`src/design/smr_pkg.sv`:
```
`default_nettype none

package smr_pkg;

    localparam int SERVICE_SLOTS_DEF = 16;
    localparam int METHOD_SLOTS_DEF  = 16;
    localparam int ID_W              = 16;
    localparam int SLOT_OUT_W        = 4;

    // request kinds
    localparam logic [1:0] K_ADD_SVC = 2'd0;
    localparam logic [1:0] K_ADD_MTH = 2'd1;
    localparam logic [1:0] K_FIND    = 2'd2;

    // status codes
    localparam logic [2:0] ST_OK      = 3'd0;
    localparam logic [2:0] ST_FULL    = 3'd1;
    localparam logic [2:0] ST_DUP     = 3'd2;
    localparam logic [2:0] ST_NOSVC   = 3'd3;
    localparam logic [2:0] ST_HASMETH = 3'd4;

    typedef struct packed {
        logic [1:0]      kind;
        logic [ID_W-1:0] svc_id;
        logic [ID_W-1:0] mth_id;
    } t_req;

    typedef struct packed {
        logic [2:0]            status;
        logic [SLOT_OUT_W-1:0] service_slot;
        logic [SLOT_OUT_W-1:0] method_slot;
        logic                  has_method;
    } t_rsp;

    // scan unit status toward the controller
    typedef struct packed {
        logic done;
        logic found;
    } t_scan_st;

endpackage

`default_nettype wire

```
`src/design/smr_ram.sv`:
```
`default_nettype none

module smr_ram #(
    parameter int WIDTH = 16,
    parameter int DEPTH = 16,
    parameter int AW    = (DEPTH > 1) ? $clog2(DEPTH) : 1
) (
    input  wire logic             i_clk,
    input  wire logic             i_we,
    input  wire logic [AW-1:0]    i_waddr,
    input  wire logic [WIDTH-1:0] i_wdata,
    input  wire logic             i_re,
    input  wire logic [AW-1:0]    i_raddr,
    output logic      [WIDTH-1:0] o_rdata
);

    logic [WIDTH-1:0] r_mem [DEPTH];
    logic [WIDTH-1:0] r_rdata;

    always_ff @(posedge i_clk) begin
        if (i_we) begin
            r_mem[i_waddr] <= i_wdata;
        end
        if (i_re) begin
            r_rdata <= r_mem[i_raddr];
        end
    end

    assign o_rdata = r_rdata;

endmodule

`default_nettype wire

```
`src/design/smr_scan.sv`:
```
`default_nettype none

// linear search of the filled part of one id table, one read per cycle
module smr_scan #(
    parameter int DEPTH = 16,
    parameter int AW    = (DEPTH > 1) ? $clog2(DEPTH) : 1,
    parameter int CW    = $clog2(DEPTH + 1)
) (
    input  wire logic                    i_clk,
    input  wire logic                    i_rst_n,
    input  wire logic                    i_start,
    input  wire logic [CW-1:0]           i_fill,
    input  wire logic [smr_pkg::ID_W-1:0] i_key,
    output logic                         o_rd_en,
    output logic      [AW-1:0]           o_rd_addr,
    input  wire logic [smr_pkg::ID_W-1:0] i_rd_key,
    output smr_pkg::t_scan_st            o_st,
    output logic      [AW-1:0]           o_slot
);

    import smr_pkg::*;

    logic          r_busy;
    logic          r_rd_vld;
    logic [CW-1:0] r_idx;
    logic [AW-1:0] r_cmp_idx;
    t_scan_st      r_st;
    logic [AW-1:0] r_slot;

    logic hit;
    logic more;

    assign hit       = r_rd_vld && (i_rd_key == i_key);
    assign more      = r_idx < i_fill;
    assign o_rd_en   = r_busy && more && !hit;
    assign o_rd_addr = r_idx[AW-1:0];

    always_ff @(posedge i_clk) begin
        if (!i_rst_n) begin
            r_busy   <= 1'b0;
            r_rd_vld <= 1'b0;
            r_st     <= '0;
        end else begin
            r_st.done <= 1'b0;
            if (i_start) begin
                r_busy   <= 1'b1;
                r_idx    <= '0;
                r_rd_vld <= 1'b0;
            end else if (r_busy) begin
                if (hit) begin
                    r_busy   <= 1'b0;
                    r_rd_vld <= 1'b0;
                    r_st     <= '{done: 1'b1, found: 1'b1};
                    r_slot   <= r_cmp_idx;
                end else if (!more && !r_rd_vld) begin
                    r_busy <= 1'b0;
                    r_st   <= '{done: 1'b1, found: 1'b0};
                    r_slot <= '0;
                end else begin
                    r_rd_vld <= o_rd_en;
                    if (o_rd_en) begin
                        r_idx     <= r_idx + CW'(1);
                        r_cmp_idx <= r_idx[AW-1:0];
                    end
                end
            end
        end
    end

    assign o_st   = r_st;
    assign o_slot = r_slot;

endmodule

`default_nettype wire

```
`src/design/service_method_registry.sv`:
```
// service and method registry, fill-only
//
// input channel  i_in_valid / o_in_ready, item i_in_data (kind, svc_id, mth_id)
// output channel o_out_valid / i_out_ready, item o_out_data
//   (status, service_slot, method_slot, has_method); exactly one result per request
//
// one request is worked at a time. the service table and the method table each sit in
// a synchronous ram and are searched linearly, one entry per cycle, up to the fill count.
// the time from accept to result valid grows with the fill counts searched:
//   add service / find     a search of the service table
//   add method             a service table search, then at most a method table search
//   table full or bad kind no search
// the search loops set the rate.
// o_in_ready rises again the cycle after the result is loaded into the output register,
// so a new item may be taken while the previous result still waits.
// if the receiver stalls, the finished result waits in the controller until the output
// register frees up; nothing is lost.
// reset (synchronous, active low) empties both tables (fill counts and link bits cleared);
// no sweep of the rams is needed and the block is ready the cycle after reset.
`default_nettype none

module service_method_registry #(
    parameter int SERVICE_SLOTS = smr_pkg::SERVICE_SLOTS_DEF,
    parameter int METHOD_SLOTS  = smr_pkg::METHOD_SLOTS_DEF
) (
    input  wire logic          i_clk,
    input  wire logic          i_rst_n,
    input  wire logic          i_in_valid,
    output logic               o_in_ready,
    input  wire smr_pkg::t_req i_in_data,
    output logic               o_out_valid,
    input  wire logic          i_out_ready,
    output smr_pkg::t_rsp      o_out_data
);

    import smr_pkg::*;

    // service slot and fill widths
    localparam int SAW = (SERVICE_SLOTS > 1) ? $clog2(SERVICE_SLOTS) : 1;
    localparam int SCW = $clog2(SERVICE_SLOTS + 1);
    // method slot and fill widths
    localparam int MAW = (METHOD_SLOTS > 1) ? $clog2(METHOD_SLOTS) : 1;
    localparam int MCW = $clog2(METHOD_SLOTS + 1);
    // service entry: linked method slot above the service id
    localparam int SVC_W = ID_W + MAW;

    typedef enum logic [1:0] {
        S_IDLE,
        S_SVC,
        S_MTH,
        S_DONE
    } t_state;

    function automatic t_rsp mk_rsp(input logic [2:0] st,
                                    input logic [SLOT_OUT_W-1:0] ss,
                                    input logic [SLOT_OUT_W-1:0] ms,
                                    input logic hm);
        t_rsp r;
        r.status       = st;
        r.service_slot = ss;
        r.method_slot  = ms;
        r.has_method   = hm;
        return r;
    endfunction

    t_state             r_state;
    t_req               r_req;
    logic [SCW-1:0]     r_svc_fill;
    logic [MCW-1:0]     r_mth_fill;
    logic [SERVICE_SLOTS-1:0] r_linked;
    logic [SAW-1:0]     r_svc_slot;
    t_rsp               r_rsp;
    logic               r_out_valid;
    t_rsp               r_out;
    logic               r_svc_start;
    logic               r_mth_start;

    // registered ram writes
    logic               r_svc_we;
    logic [SAW-1:0]     r_svc_waddr;
    logic [SVC_W-1:0]   r_svc_wdata;
    logic               r_mth_we;
    logic [MAW-1:0]     r_mth_waddr;
    logic [ID_W-1:0]    r_mth_wdata;

    // ram read side
    logic               svc_re;
    logic [SAW-1:0]     svc_raddr;
    logic [SVC_W-1:0]   svc_rdata;
    logic               mth_re;
    logic [MAW-1:0]     mth_raddr;
    logic [ID_W-1:0]    mth_rdata;

    // scan results
    t_scan_st           svc_st;
    logic [SAW-1:0]     svc_slot;
    t_scan_st           mth_st;
    logic [MAW-1:0]     mth_slot_unused;

    // slot values widened so that their low four bits can be reported
    logic [SAW+SLOT_OUT_W-1:0] found_slot_w;
    logic [SAW+SLOT_OUT_W-1:0] new_svc_slot_w;
    logic [SAW+SLOT_OUT_W-1:0] held_svc_slot_w;
    logic [MAW+SLOT_OUT_W-1:0] new_mth_slot_w;
    logic [MAW+SLOT_OUT_W-1:0] link_slot_w;

    logic in_acc;
    logic svc_full;
    logic mth_full;

    assign found_slot_w    = {{SLOT_OUT_W{1'b0}}, svc_slot};
    assign new_svc_slot_w  = {{SLOT_OUT_W{1'b0}}, r_svc_fill[SAW-1:0]};
    assign held_svc_slot_w = {{SLOT_OUT_W{1'b0}}, r_svc_slot};
    assign new_mth_slot_w  = {{SLOT_OUT_W{1'b0}}, r_mth_fill[MAW-1:0]};
    // after a hit the ram output still holds the matching entry
    assign link_slot_w     = {{SLOT_OUT_W{1'b0}}, svc_rdata[ID_W +: MAW]};

    assign o_in_ready = (r_state == S_IDLE);
    assign in_acc     = i_in_valid && o_in_ready;
    assign svc_full   = r_svc_fill >= SCW'(SERVICE_SLOTS);
    assign mth_full   = r_mth_fill >= MCW'(METHOD_SLOTS);

    // service table: id in the low bits, linked method slot above
    smr_ram #(
        .WIDTH (SVC_W),
        .DEPTH (SERVICE_SLOTS)
    ) u_svc_ram (
        .i_clk   (i_clk),
        .i_we    (r_svc_we),
        .i_waddr (r_svc_waddr),
        .i_wdata (r_svc_wdata),
        .i_re    (svc_re),
        .i_raddr (svc_raddr),
        .o_rdata (svc_rdata)
    );

    smr_ram #(
        .WIDTH (ID_W),
        .DEPTH (METHOD_SLOTS)
    ) u_mth_ram (
        .i_clk   (i_clk),
        .i_we    (r_mth_we),
        .i_waddr (r_mth_waddr),
        .i_wdata (r_mth_wdata),
        .i_re    (mth_re),
        .i_raddr (mth_raddr),
        .o_rdata (mth_rdata)
    );

    // service id search
    smr_scan #(
        .DEPTH (SERVICE_SLOTS)
    ) u_svc_scan (
        .i_clk     (i_clk),
        .i_rst_n   (i_rst_n),
        .i_start   (r_svc_start),
        .i_fill    (r_svc_fill),
        .i_key     (r_req.svc_id),
        .o_rd_en   (svc_re),
        .o_rd_addr (svc_raddr),
        .i_rd_key  (svc_rdata[ID_W-1:0]),
        .o_st      (svc_st),
        .o_slot    (svc_slot)
    );

    // method id uniqueness search; only found/not found matters here
    smr_scan #(
        .DEPTH (METHOD_SLOTS)
    ) u_mth_scan (
        .i_clk     (i_clk),
        .i_rst_n   (i_rst_n),
        .i_start   (r_mth_start),
        .i_fill    (r_mth_fill),
        .i_key     (r_req.mth_id),
        .o_rd_en   (mth_re),
        .o_rd_addr (mth_raddr),
        .i_rd_key  (mth_rdata),
        .o_st      (mth_st),
        .o_slot    (mth_slot_unused)
    );

    always_ff @(posedge i_clk) begin
        if (!i_rst_n) begin
            r_state     <= S_IDLE;
            r_svc_fill  <= '0;
            r_mth_fill  <= '0;
            r_linked    <= '0;
            r_out_valid <= 1'b0;
            r_svc_start <= 1'b0;
            r_mth_start <= 1'b0;
            r_svc_we    <= 1'b0;
            r_mth_we    <= 1'b0;
        end else begin
            // single-cycle pulses
            r_svc_start <= 1'b0;
            r_mth_start <= 1'b0;
            r_svc_we    <= 1'b0;
            r_mth_we    <= 1'b0;
            if (i_out_ready) begin
                r_out_valid <= 1'b0;
            end

            case (r_state)
                S_IDLE: begin
                    if (in_acc) begin
                        r_req <= i_in_data;
                        case (i_in_data.kind)
                            K_ADD_SVC: begin
                                if (svc_full) begin
                                    r_rsp   <= mk_rsp(ST_FULL, '0, '0, 1'b0);
                                    r_state <= S_DONE;
                                end else begin
                                    r_svc_start <= 1'b1;
                                    r_state     <= S_SVC;
                                end
                            end
                            K_ADD_MTH: begin
                                // method table full is checked before anything else
                                if (mth_full) begin
                                    r_rsp   <= mk_rsp(ST_FULL, '0, '0, 1'b0);
                                    r_state <= S_DONE;
                                end else begin
                                    r_svc_start <= 1'b1;
                                    r_state     <= S_SVC;
                                end
                            end
                            K_FIND: begin
                                r_svc_start <= 1'b1;
                                r_state     <= S_SVC;
                            end
                            default: begin
                                // unused kind answers as an unknown service
                                r_rsp   <= mk_rsp(ST_NOSVC, '0, '0, 1'b0);
                                r_state <= S_DONE;
                            end
                        endcase
                    end
                end

                S_SVC: begin
                    if (svc_st.done) begin
                        r_state <= S_DONE;
                        case (r_req.kind)
                            K_ADD_SVC: begin
                                if (svc_st.found) begin
                                    r_rsp <= mk_rsp(ST_DUP, '0, '0, 1'b0);
                                end else begin
                                    // append at the fill point, link starts empty
                                    r_svc_we    <= 1'b1;
                                    r_svc_waddr <= r_svc_fill[SAW-1:0];
                                    r_svc_wdata <= {{MAW{1'b0}}, r_req.svc_id};
                                    r_linked[r_svc_fill[SAW-1:0]] <= 1'b0;
                                    r_svc_fill  <= r_svc_fill + SCW'(1);
                                    r_rsp <= mk_rsp(ST_OK, new_svc_slot_w[SLOT_OUT_W-1:0],
                                                    '0, 1'b0);
                                end
                            end
                            K_ADD_MTH: begin
                                if (!svc_st.found) begin
                                    r_rsp <= mk_rsp(ST_NOSVC, '0, '0, 1'b0);
                                end else if (r_linked[svc_slot]) begin
                                    r_rsp <= mk_rsp(ST_HASMETH, '0, '0, 1'b0);
                                end else begin
                                    r_svc_slot  <= svc_slot;
                                    r_mth_start <= 1'b1;
                                    r_state     <= S_MTH;
                                end
                            end
                            K_FIND: begin
                                if (!svc_st.found) begin
                                    r_rsp <= mk_rsp(ST_NOSVC, '0, '0, 1'b0);
                                end else if (r_linked[svc_slot]) begin
                                    r_rsp <= mk_rsp(ST_OK, found_slot_w[SLOT_OUT_W-1:0],
                                                    link_slot_w[SLOT_OUT_W-1:0], 1'b1);
                                end else begin
                                    r_rsp <= mk_rsp(ST_OK, found_slot_w[SLOT_OUT_W-1:0],
                                                    '0, 1'b0);
                                end
                            end
                            default: begin
                                r_rsp <= mk_rsp(ST_NOSVC, '0, '0, 1'b0);
                            end
                        endcase
                    end
                end

                S_MTH: begin
                    if (mth_st.done) begin
                        r_state <= S_DONE;
                        if (mth_st.found) begin
                            r_rsp <= mk_rsp(ST_DUP, '0, '0, 1'b0);
                        end else begin
                            // store the method and link it to the service entry
                            r_mth_we    <= 1'b1;
                            r_mth_waddr <= r_mth_fill[MAW-1:0];
                            r_mth_wdata <= r_req.mth_id;
                            r_svc_we    <= 1'b1;
                            r_svc_waddr <= r_svc_slot;
                            r_svc_wdata <= {r_mth_fill[MAW-1:0], r_req.svc_id};
                            r_linked[r_svc_slot] <= 1'b1;
                            r_mth_fill  <= r_mth_fill + MCW'(1);
                            r_rsp <= mk_rsp(ST_OK, held_svc_slot_w[SLOT_OUT_W-1:0],
                                            new_mth_slot_w[SLOT_OUT_W-1:0], 1'b1);
                        end
                    end
                end

                S_DONE: begin
                    // hand the result over once the output register is free
                    if (!r_out_valid || i_out_ready) begin
                        r_out       <= r_rsp;
                        r_out_valid <= 1'b1;
                        r_state     <= S_IDLE;
                    end
                end

                default: begin
                    r_state <= S_IDLE;
                end
            endcase
        end
    end

    assign o_out_valid = r_out_valid;
    assign o_out_data  = r_out;

endmodule

`default_nettype wire

```
`config.mk`:
```
export PLATFORM = sky130hd
export DESIGN_NAME = service_method_registry
export DESIGN_NICKNAME = d
export VERILOG_FILES = /design/src/design/smr_pkg.sv /design/src/design/smr_ram.sv /design/src/design/smr_scan.sv /design/src/design/service_method_registry.sv
export SDC_FILE = /design/constraint.sdc
export NUM_CORES = 1
export LEC_CHECK = 0
export BUFFER_PORTS_ARGS = -buffer_cell sky130_fd_sc_hd__buf_2
export CORE_MARGIN = 2
export CORE_UTILIZATION = 60
export CTS_BUF_LIST = sky130_fd_sc_hd__clkbuf_2
export CTS_CLUSTER_SIZE = 24
export DETAILED_ROUTE_END_ITERATION = 10
export PLACE_DENSITY = 0.81
export SLEW_MARGIN = 20
export SYNTH_ARGS = -nofsm -noshare
export SYNTH_HDL_FRONTEND = slang
export SYNTH_SLANG_ARGS = --single-unit
```
`constraint.sdc`:
```
create_clock -name i_clk -period 3.9 [get_ports i_clk]
set_input_delay 0.39 -clock i_clk [delete_from_list [all_inputs] [get_ports i_clk]]
set_output_delay 0.39 -clock i_clk [all_outputs]
set_load 0.05 [all_outputs]
```
==> impl_metrics.py, run 1 <==
metrics = {
    "synth": {
        "yosysTopAreaCell": "edfxtp_1",
        "synth_top_cells_by_area": "edfxtp_1 (74%), mux4_2 (11%), dfxtp_1 (2.7%)",
        "ys.flop_type": "edfxtp_1",
        "post-synth-top-count-cell": "edfxtp_1",
        "synthesis.area_sq_um": 30000,
        "synthTopCellsByCount": "edfxtp_1 (736), mux4_2 (148), nor2b_1 (54)",
        "synth-seq-cells": 777,
        "yosysWarnings": 0,
        "synth_edf_count": 736,
        "postSynthCellCount": 1503,
        "synth_fp_nets": 1561,
        "synth_top_area_share_pct": 73.6,
        "syn_area_per_cell_sq_um": 20.0,
        "ys_seq_area_share_pct": 76.3,
        "yosysUniqueCellTypes": 55,
        "synthArstFlopShare_pct": 0,
    },
    "routing": {
        "ant_nets": 0,
        "drc": 0,
        "vias_per_cell": 6.10,
        "wirelength_microns": 62100,
        "wl_per_cell_microns": 23.8,
        "drt_iter0_markers": 1739,
        "drt_first_pass_iters": 5,
        "num_vias": 15900,
    },
    "die": {
        "core_sq_um": 49200,
        "die_w_microns": 228,
        "initial_utilization_pct": 61.1,
        "num_io_pins": 52,
        "placementRows": 81,
        "dieHeight_microns": 228,
        "dieArea_sq_um": 51800,
    },
    "setup_path": {
        "crit_path_start": "r_state[0]",
        "path_class": "flip-flop to flip-flop",
        "critPathMaxStageDelay_ns": 0.76,
        "critPathMaxFanout": 24,
        "crit_arrival_ns": 3.92,
        "cp.required_ns": 4.83,
        "crit_chain": "inv_1 > ha_1 > nor2b_1 > or4b_1 > a21oi_4",
        "cp-end-kind": "flip-flop",
        "crit_slowest_cell": "a21oi_4",
        "start_kind": "flip-flop",
        "r2r_start": "r_state[0]",
    },
    "cells_and_area": {
        "nNetsFinal": 1846,
        "drive_gt1_share_pct": 29.8,
        "area_delta_synth_final_pct": 12.4,
    },
    "run_status": {
        "status": "complete, no violations",
    },
    "power": {
        "finalPower_w": 0.0157,
        "p_leak_nw": 11.2,
        "peakVddDrop_mv": 0.319,
        "power_per_cell_area_nw_per_um2": 467,
    },
    "timing": {
        "max-slew-margin-rel_pct": 24.2,
        "drv_slew": 0,
        "worst_pin_slew_ns": 1.14,
        "max_freq_mhz": 335,
        "fin_crit_ns": 2.99,
        "rsz0062_at_grt": "false",
        "min_period_over_period_pct": 76.6,
        "finalSetupTns_ns": 0,
        "clock_skew_ns": 0.102,
        "hold_viol_final": 0,
        "finalSetupViolCount": 0,
    },
    "flow_run": {
        "maxCapViolCount": 0,
    },
    "clock_tree": {
        "clk_pin_slew_ns": 0.12,
        "cts_setup_buffers": 0,
        "clockBufferDepth": 3,
        "cts_buffers": 180,
        "htree_levels": 4,
        "insertion_delay_ns": 1.38,
        "cts-root-buf": "clkbuf_2",
        "cts_tree": "done",
        "cts_hold_buf": 73,
        "ctsResizeCount": 0,
        "cts.sinks": 777,
    },
    "placed_design": {
        "gp_congestion": 0.821,
        "post-dp-hpwl_microns": 33800,
        "portBuffers": 51,
    },
    "grt": {
        "antenna_found_initial": 2,
        "grt_max_degree": 85,
        "grt_pass1_wl_microns": 93600,
        "grtUsageTotal_pct": 25.0,
        "grt_pass1_vias": 16300,
        "gr-total-overflow": 0,
    },
    "min_path": {
        "min-delay-start": "i_rst_n",
        "min_path_type": "input pin to flip-flop",
    },
}
-- routing by layer --
| metal | global-route usage (%) | part of all wire, % | up-vias |
|---|---|---|---|
| met4 | 10.5 | 2.5 | 0 |
| met2 | 38.3 | 48 | 917 |
| met3 | 5.93 | 9.1 | 129 |
| li1 | - | - | 6820 |
| met1 | 35.4 | 40 | 8048 |
| met5 | 0 | 0 | - |
-- final timing paths --
| path | end | slack [ns] | cells after the start |
|---|---|---|---|
| max | r_svc_waddr[3] | 0.91 | 5 |
| min reg2reg | o_out_data[7] | 0.41 | 0 |
| max reg2reg | r_svc_waddr[3] | 0.91 | 5 |
| min | r_mth_fill[1] | 0.23 | 4 |
-- sequential cells by signal (all words and copies together), names as in the netlist, 16 cells and up --
name and count:
r_mth_wdata 16, u_svc_ram.r_mem 320, r_req 34, r_linked 16
u_mth_ram.o_rdata 16, u_mth_ram.r_mem 256, r_svc_wdata 20, u_svc_ram.o_rdata 20
-- cells by family (layout without fill, tap and decap cells) --
logic type,Yosys count,count (layout),synth area share (%)
other cells,0,6,0
xor+xnor,47,47,1.37
simple gates,241,241,4.49
compound gates,143,143,3.34
mux,188,188,12.4
buf+inv,87,523,1.18
fa+ha+maj,20,20,0.834
flops,777,777,76.3
-- area by class of cell --
class	count	area (sq um)
Sequential cell	777	22900
Fill cell	3016	15400
Multi-Input combinational cell	639	6830
Timing Repair Buffer	171	1380
Clock buffer	274	1370
Tap cell	664	831
Clock inverter	59	320
Inverter	19	71.3
Antenna cell	6	15.0
-- through the flow --
stage	hold WS, ns	worst slack [ns]	util, %	cells	area (sq um)
after floorplan	0.400	0.840	-	1503	30000
after global placement	0.406	0.975	63.7	2197	31300
after detailed placement	0.407	0.930	63.7	2197	31300
after CTS	0.0642	0.898	68.6	2603	33700
after global routing	0.148	0.779	68.6	2609	33700
final	0.232	0.911	68.6	2609	33700
-- worst max-delay path, delay by kind of cell (launching register included) --
kind            cells  cell delay (ns)
simple gates        2             0.86
compound gates      1             0.76
flops               1             0.46
fa+ha+maj           1             0.43
buf+inv             1             0.11
-- power breakdown --
part	total, W	internal [W]	switching, W	leakage (nW)
Sequential	0.00967	0.00943	0.000236	6.95
Combinational	0.000931	0.000351	0.000579	3.02
Clock	0.00515	0.00202	0.00312	1.28
Total	0.0157	0.0118	0.00394	11.2
-- layout by cell type, fill, tap and decap left out, types with 3 or more instances in the layout --
| cell | count |
|---|---|
| and3_1 | 7 |
| and2_1 | 21 |
| dfxtp_1 | 41 |
| clkbuf_2 | 274 |
| a32o_1 | 18 |
| buf_4 | 44 |
| a22oi_1 | 5 |
| nand4_1 | 8 |
| nand3_1 | 10 |
| nand3b_1 | 6 |
| nor3_2 | 8 |
| o21a_1 | 3 |
| a211oi_1 | 37 |
| nor4_1 | 5 |
| a22o_1 | 8 |
| buf_12 | 3 |
| ha_1 | 20 |
| a21oi_1 | 43 |
| edfxtp_1 | 736 |
| nor3_1 | 5 |
| o21ai_0 | 11 |
| clkinv_2 | 10 |
| xor2_1 | 19 |
| inv_1 | 19 |
| nor2_1 | 35 |
| nand2b_1 | 6 |
| buf_2 | 51 |
| a31oi_1 | 3 |
| mux2i_1 | 40 |
| nand2_1 | 41 |
| xnor2_1 | 28 |
| diode_2 | 6 |
| dlygate4sd3_1 | 73 |
| nor2_2 | 13 |
| nor3_4 | 4 |
| clkinvlp_4 | 5 |
| nor2b_1 | 54 |
| clkinv_1 | 38 |
| mux4_2 | 148 |
No activity file was read; power rests on OpenSTA's default activity.
==> run 2: changes to the inputs <==
--- a/config.mk
+++ b/config.mk
@@ -7,11 +7,11 @@
 export LEC_CHECK = 0
 export BUFFER_PORTS_ARGS = -buffer_cell sky130_fd_sc_hd__buf_2
 export CORE_MARGIN = 2
-export CORE_UTILIZATION = 60
+export CORE_UTILIZATION = 59
 export CTS_BUF_LIST = sky130_fd_sc_hd__clkbuf_2
 export CTS_CLUSTER_SIZE = 24
 export DETAILED_ROUTE_END_ITERATION = 10
-export PLACE_DENSITY = 0.81
+export PLACE_DENSITY = 0.82
 export SLEW_MARGIN = 20
 export SYNTH_ARGS = -nofsm -noshare
 export SYNTH_HDL_FRONTEND = slang
==> constraint.sdc (replaced) <==
create_clock -name i_clk -period 2.4 [get_ports i_clk]
set_input_delay 0.24 -clock i_clk [delete_from_list [all_inputs] [get_ports i_clk]]
set_output_delay 0.24 -clock i_clk [all_outputs]
set_load 0.05 [all_outputs]
==> run 2 against run 1 <==
  * The run now ends with negative setup slack left
  * Total power increased by 64%
  * Clock skew decreased by 0.013 ns
  * Critical path depth increased by 1
  * Routed wire length increased by 7.3%
  * Die area increased by 1.7%
  * Cell count increased by 1.8%
  * Combinational power increased by 94%
  * Critical endpoint is now u_svc_ram.o_rdata[9]
  * Largest power group unchanged
==> impl_metrics.py, run 2 (same netlist as run 1, synthesis figures left out) <==
metrics = {
    "run_status": {
        "status": "finished with violations",
        "violations": "negative setup slack",
    },
    "clock_tree": {
        "cts.sinks": 777,
        "cts_tree": "done",
        "cts_buffers": 178,
        "insertion_delay_ns": 1.30,
        "clk_pin_slew_ns": 0.12,
        "cts-root-buf": "clkbuf_2",
        "htree_levels": 4,
        "clockBufferDepth": 3,
    },
    "cells_and_area": {
        "largest_reg_flops": 320,
        "area_delta_synth_final_pct": 14.5,
        "top_register": "u_svc_ram.r_mem",
        "regArea_sq_um": 22900,
        "final_common_cell": "edfxtp_1",
        "fillers": 2973,
        "mostFrequentLayoutCells": "edfxtp_1 (736), clkbuf_2 (263), mux4_2 (148), buf_4 (82), dlygate4sd3_1 (75)",
        "nNetsFinal": 1899,
        "top_regs": "u_svc_ram.r_mem (320), u_mth_ram.r_mem (256), r_req (34)",
        "multi_input_area_sq_um": 6920,
        "drive_gt1_share_pct": 31.7,
    },
    "die": {
        "num_io_pins": 52,
        "core_sq_um": 50200,
        "die_w_microns": 230,
        "dieHeight_microns": 230,
        "dieArea_sq_um": 52700,
        "initial_utilization_pct": 59.8,
        "placementRows": 82,
    },
    "setup_path": {
        "cp.depth": 6,
        "cp-end-kind": "flip-flop",
        "crit_chain": "clkbuf_8 > buf_4 > mux4_2 > nor2b_1 > a211oi_1 > a21oi_1",
        "crit_slowest_cell": "edfxtp_1",
        "crit_buf_inv": 2,
        "crit_arrival_ns": 3.41,
        "start_kind": "flip-flop",
        "reg2regPathDepth": 6,
        "cp.required_ns": 3.41,
        "critPathMaxFanout": 41,
        "crit_family": "buffers and inverters",
        "critPathMaxStageDelay_ns": 0.38,
        "path_class": "flip-flop to flip-flop",
    },
    "power": {
        "p_leak_nw": 11.6,
        "p_int_w": 0.0194,
        "p_sw_share_pct": 25.0,
        "seqPwrFrac_pct": 61.0,
        "clockPowerShare_pct": 32.0,
        "peakVddDrop_mv": 0.530,
        "power_per_cell_area_nw_per_um2": 752,
        "finalPower_w": 0.0258,
        "power_frac_comb_pct": 7.0,
        "switchingPower_w": 0.00646,
    },
    "routing": {
        "ant_nets": 0,
        "num_vias": 16300,
        "drt_iter0_markers": 1999,
        "wl_per_cell_microns": 25.1,
        "drc": 0,
        "drt_first_pass_iters": 5,
        "vias_per_cell": 6.13,
        "wirelength_microns": 66700,
    },
    "grt": {
        "gr-total-overflow": 0,
        "grtUsageTotal_pct": 25.8,
        "grt_pass1_wl_microns": 99200,
        "antenna_found_initial": 2,
        "grt_pass1_vias": 16600,
        "grt_max_degree": 67,
    },
    "timing": {
        "finalSetupTns_ns": -0.00746,
        "max-slew-margin-rel_pct": 44.6,
        "rsz0062_at_grt": "true",
        "drv_slew": 0,
        "finalSetupViolCount": 1,
        "min_period_over_period_pct": 100,
        "worst_pin_slew_ns": 0.830,
        "max_freq_mhz": 415,
        "hold_viol_final": 0,
        "setup_slack_ns": -0.00746,
        "fin_crit_ns": 2.41,
        "clock_skew_ns": 0.0892,
    },
    "flow_run": {
        "maxCapViolCount": 0,
    },
    "min_path": {
        "min_path_type": "input pin to flip-flop",
        "min_path_cells": 3,
    },
    "placed_design": {
        "portBuffers": 51,
        "gp_congestion": 0.845,
        "post-dp-hpwl_microns": 36100,
    },
}
[run 2: cell types whose count changed in the layout (fill, tap and decap cells not counted), moves of 4 or more]
cell / previous run / this run
buf_4: 44 / 82
clkbuf_2: 274 / 263
buf_12: 3 / 15
clkinvlp_4: 5 / 1
[run 2: layout make-up]
cell class              count  area share, %
repair buffers            225           5.69
inverters                  19          0.215
clock buffers             263           3.83
clock inverters            56          0.907
multi-input cells         640           20.1
well taps                 672           2.45
diodes                      4         0.0291
flip-flops and latches    777           66.7
[run 2: path summary, 6_finish.rpt]
kind / startpoint / to / slack (ns)
worst min-delay path: i_in_data[27] / r_req[27] / 0.19
worst min register to register: r_rsp[8] / o_out_data[8] / 0.41
worst max-delay path: u_svc_scan.r_idx[2] / u_svc_ram.o_rdata[9] / -0.007
worst max register to register: u_svc_scan.r_idx[2] / u_svc_ram.o_rdata[9] / -0.007
[run 2: worst min-delay path, cell delays in order]
cell           delay (ns)
dlygate4sd3_1        0.51
buf_2                0.10
dlygate4sd3_1        0.53
[run 2: what timing repair did]
item | 4_1_cts | 5_1_grt
hold endpoints to repair | 200 | 0
setup endpoints to repair | 31 | 40
hold buffers | 75 | 0
setup buffers | 1 | 3
resized for setup | 14 | 10
gates cloned | 1 | 0
pin swaps | 2 | 4
[run 2: per-layer routing]
layer / part of all wire [%] / up-vias / GRT usage (%)
li1: - / 6903 / -
met1: 37 / 8243 / 33.7
met2: 51 / 1021 / 42.1
met3: 9.4 / 118 / 6.62
met4: 2.6 / 0 / 10.3
met5: 0 / - / 0
[run 2: power groups by stage]
| stage | Sequential [W] | Clock (W) | Combinational [W] |
|---|---|---|---|
| finish | 0.0158 | 0.00827 | 0.00181 |
| global route | 0.0158 | 0.00915 | 0.00193 |
| CTS | 0.0157 | 0.00839 | 0.00173 |
| detailed placement | 0.0160 | 0 | 0.00155 |
| global placement | 0.0160 | 0 | 0.00150 |
| floorplan | 0.0159 | 0 | 0.00100 |
[run 2: per-stage QoR]
stage          hold WS (ns)  cell area, sq um  instances  utilization, %  worst slack (ns)
3_3_place_gp          0.405             31800       2253            63.4           -0.0521
2_1_floorplan         0.339             30100       1503               -           -0.0334
5_1_grt              0.0372             34400       2656            68.5            -0.101
3_5_place_dp          0.405             31800       2253            63.4           -0.0773
4_1_cts             0.00390             34300       2649            68.3           -0.0538
6_report              0.189             34400       2656            68.5          -0.00746
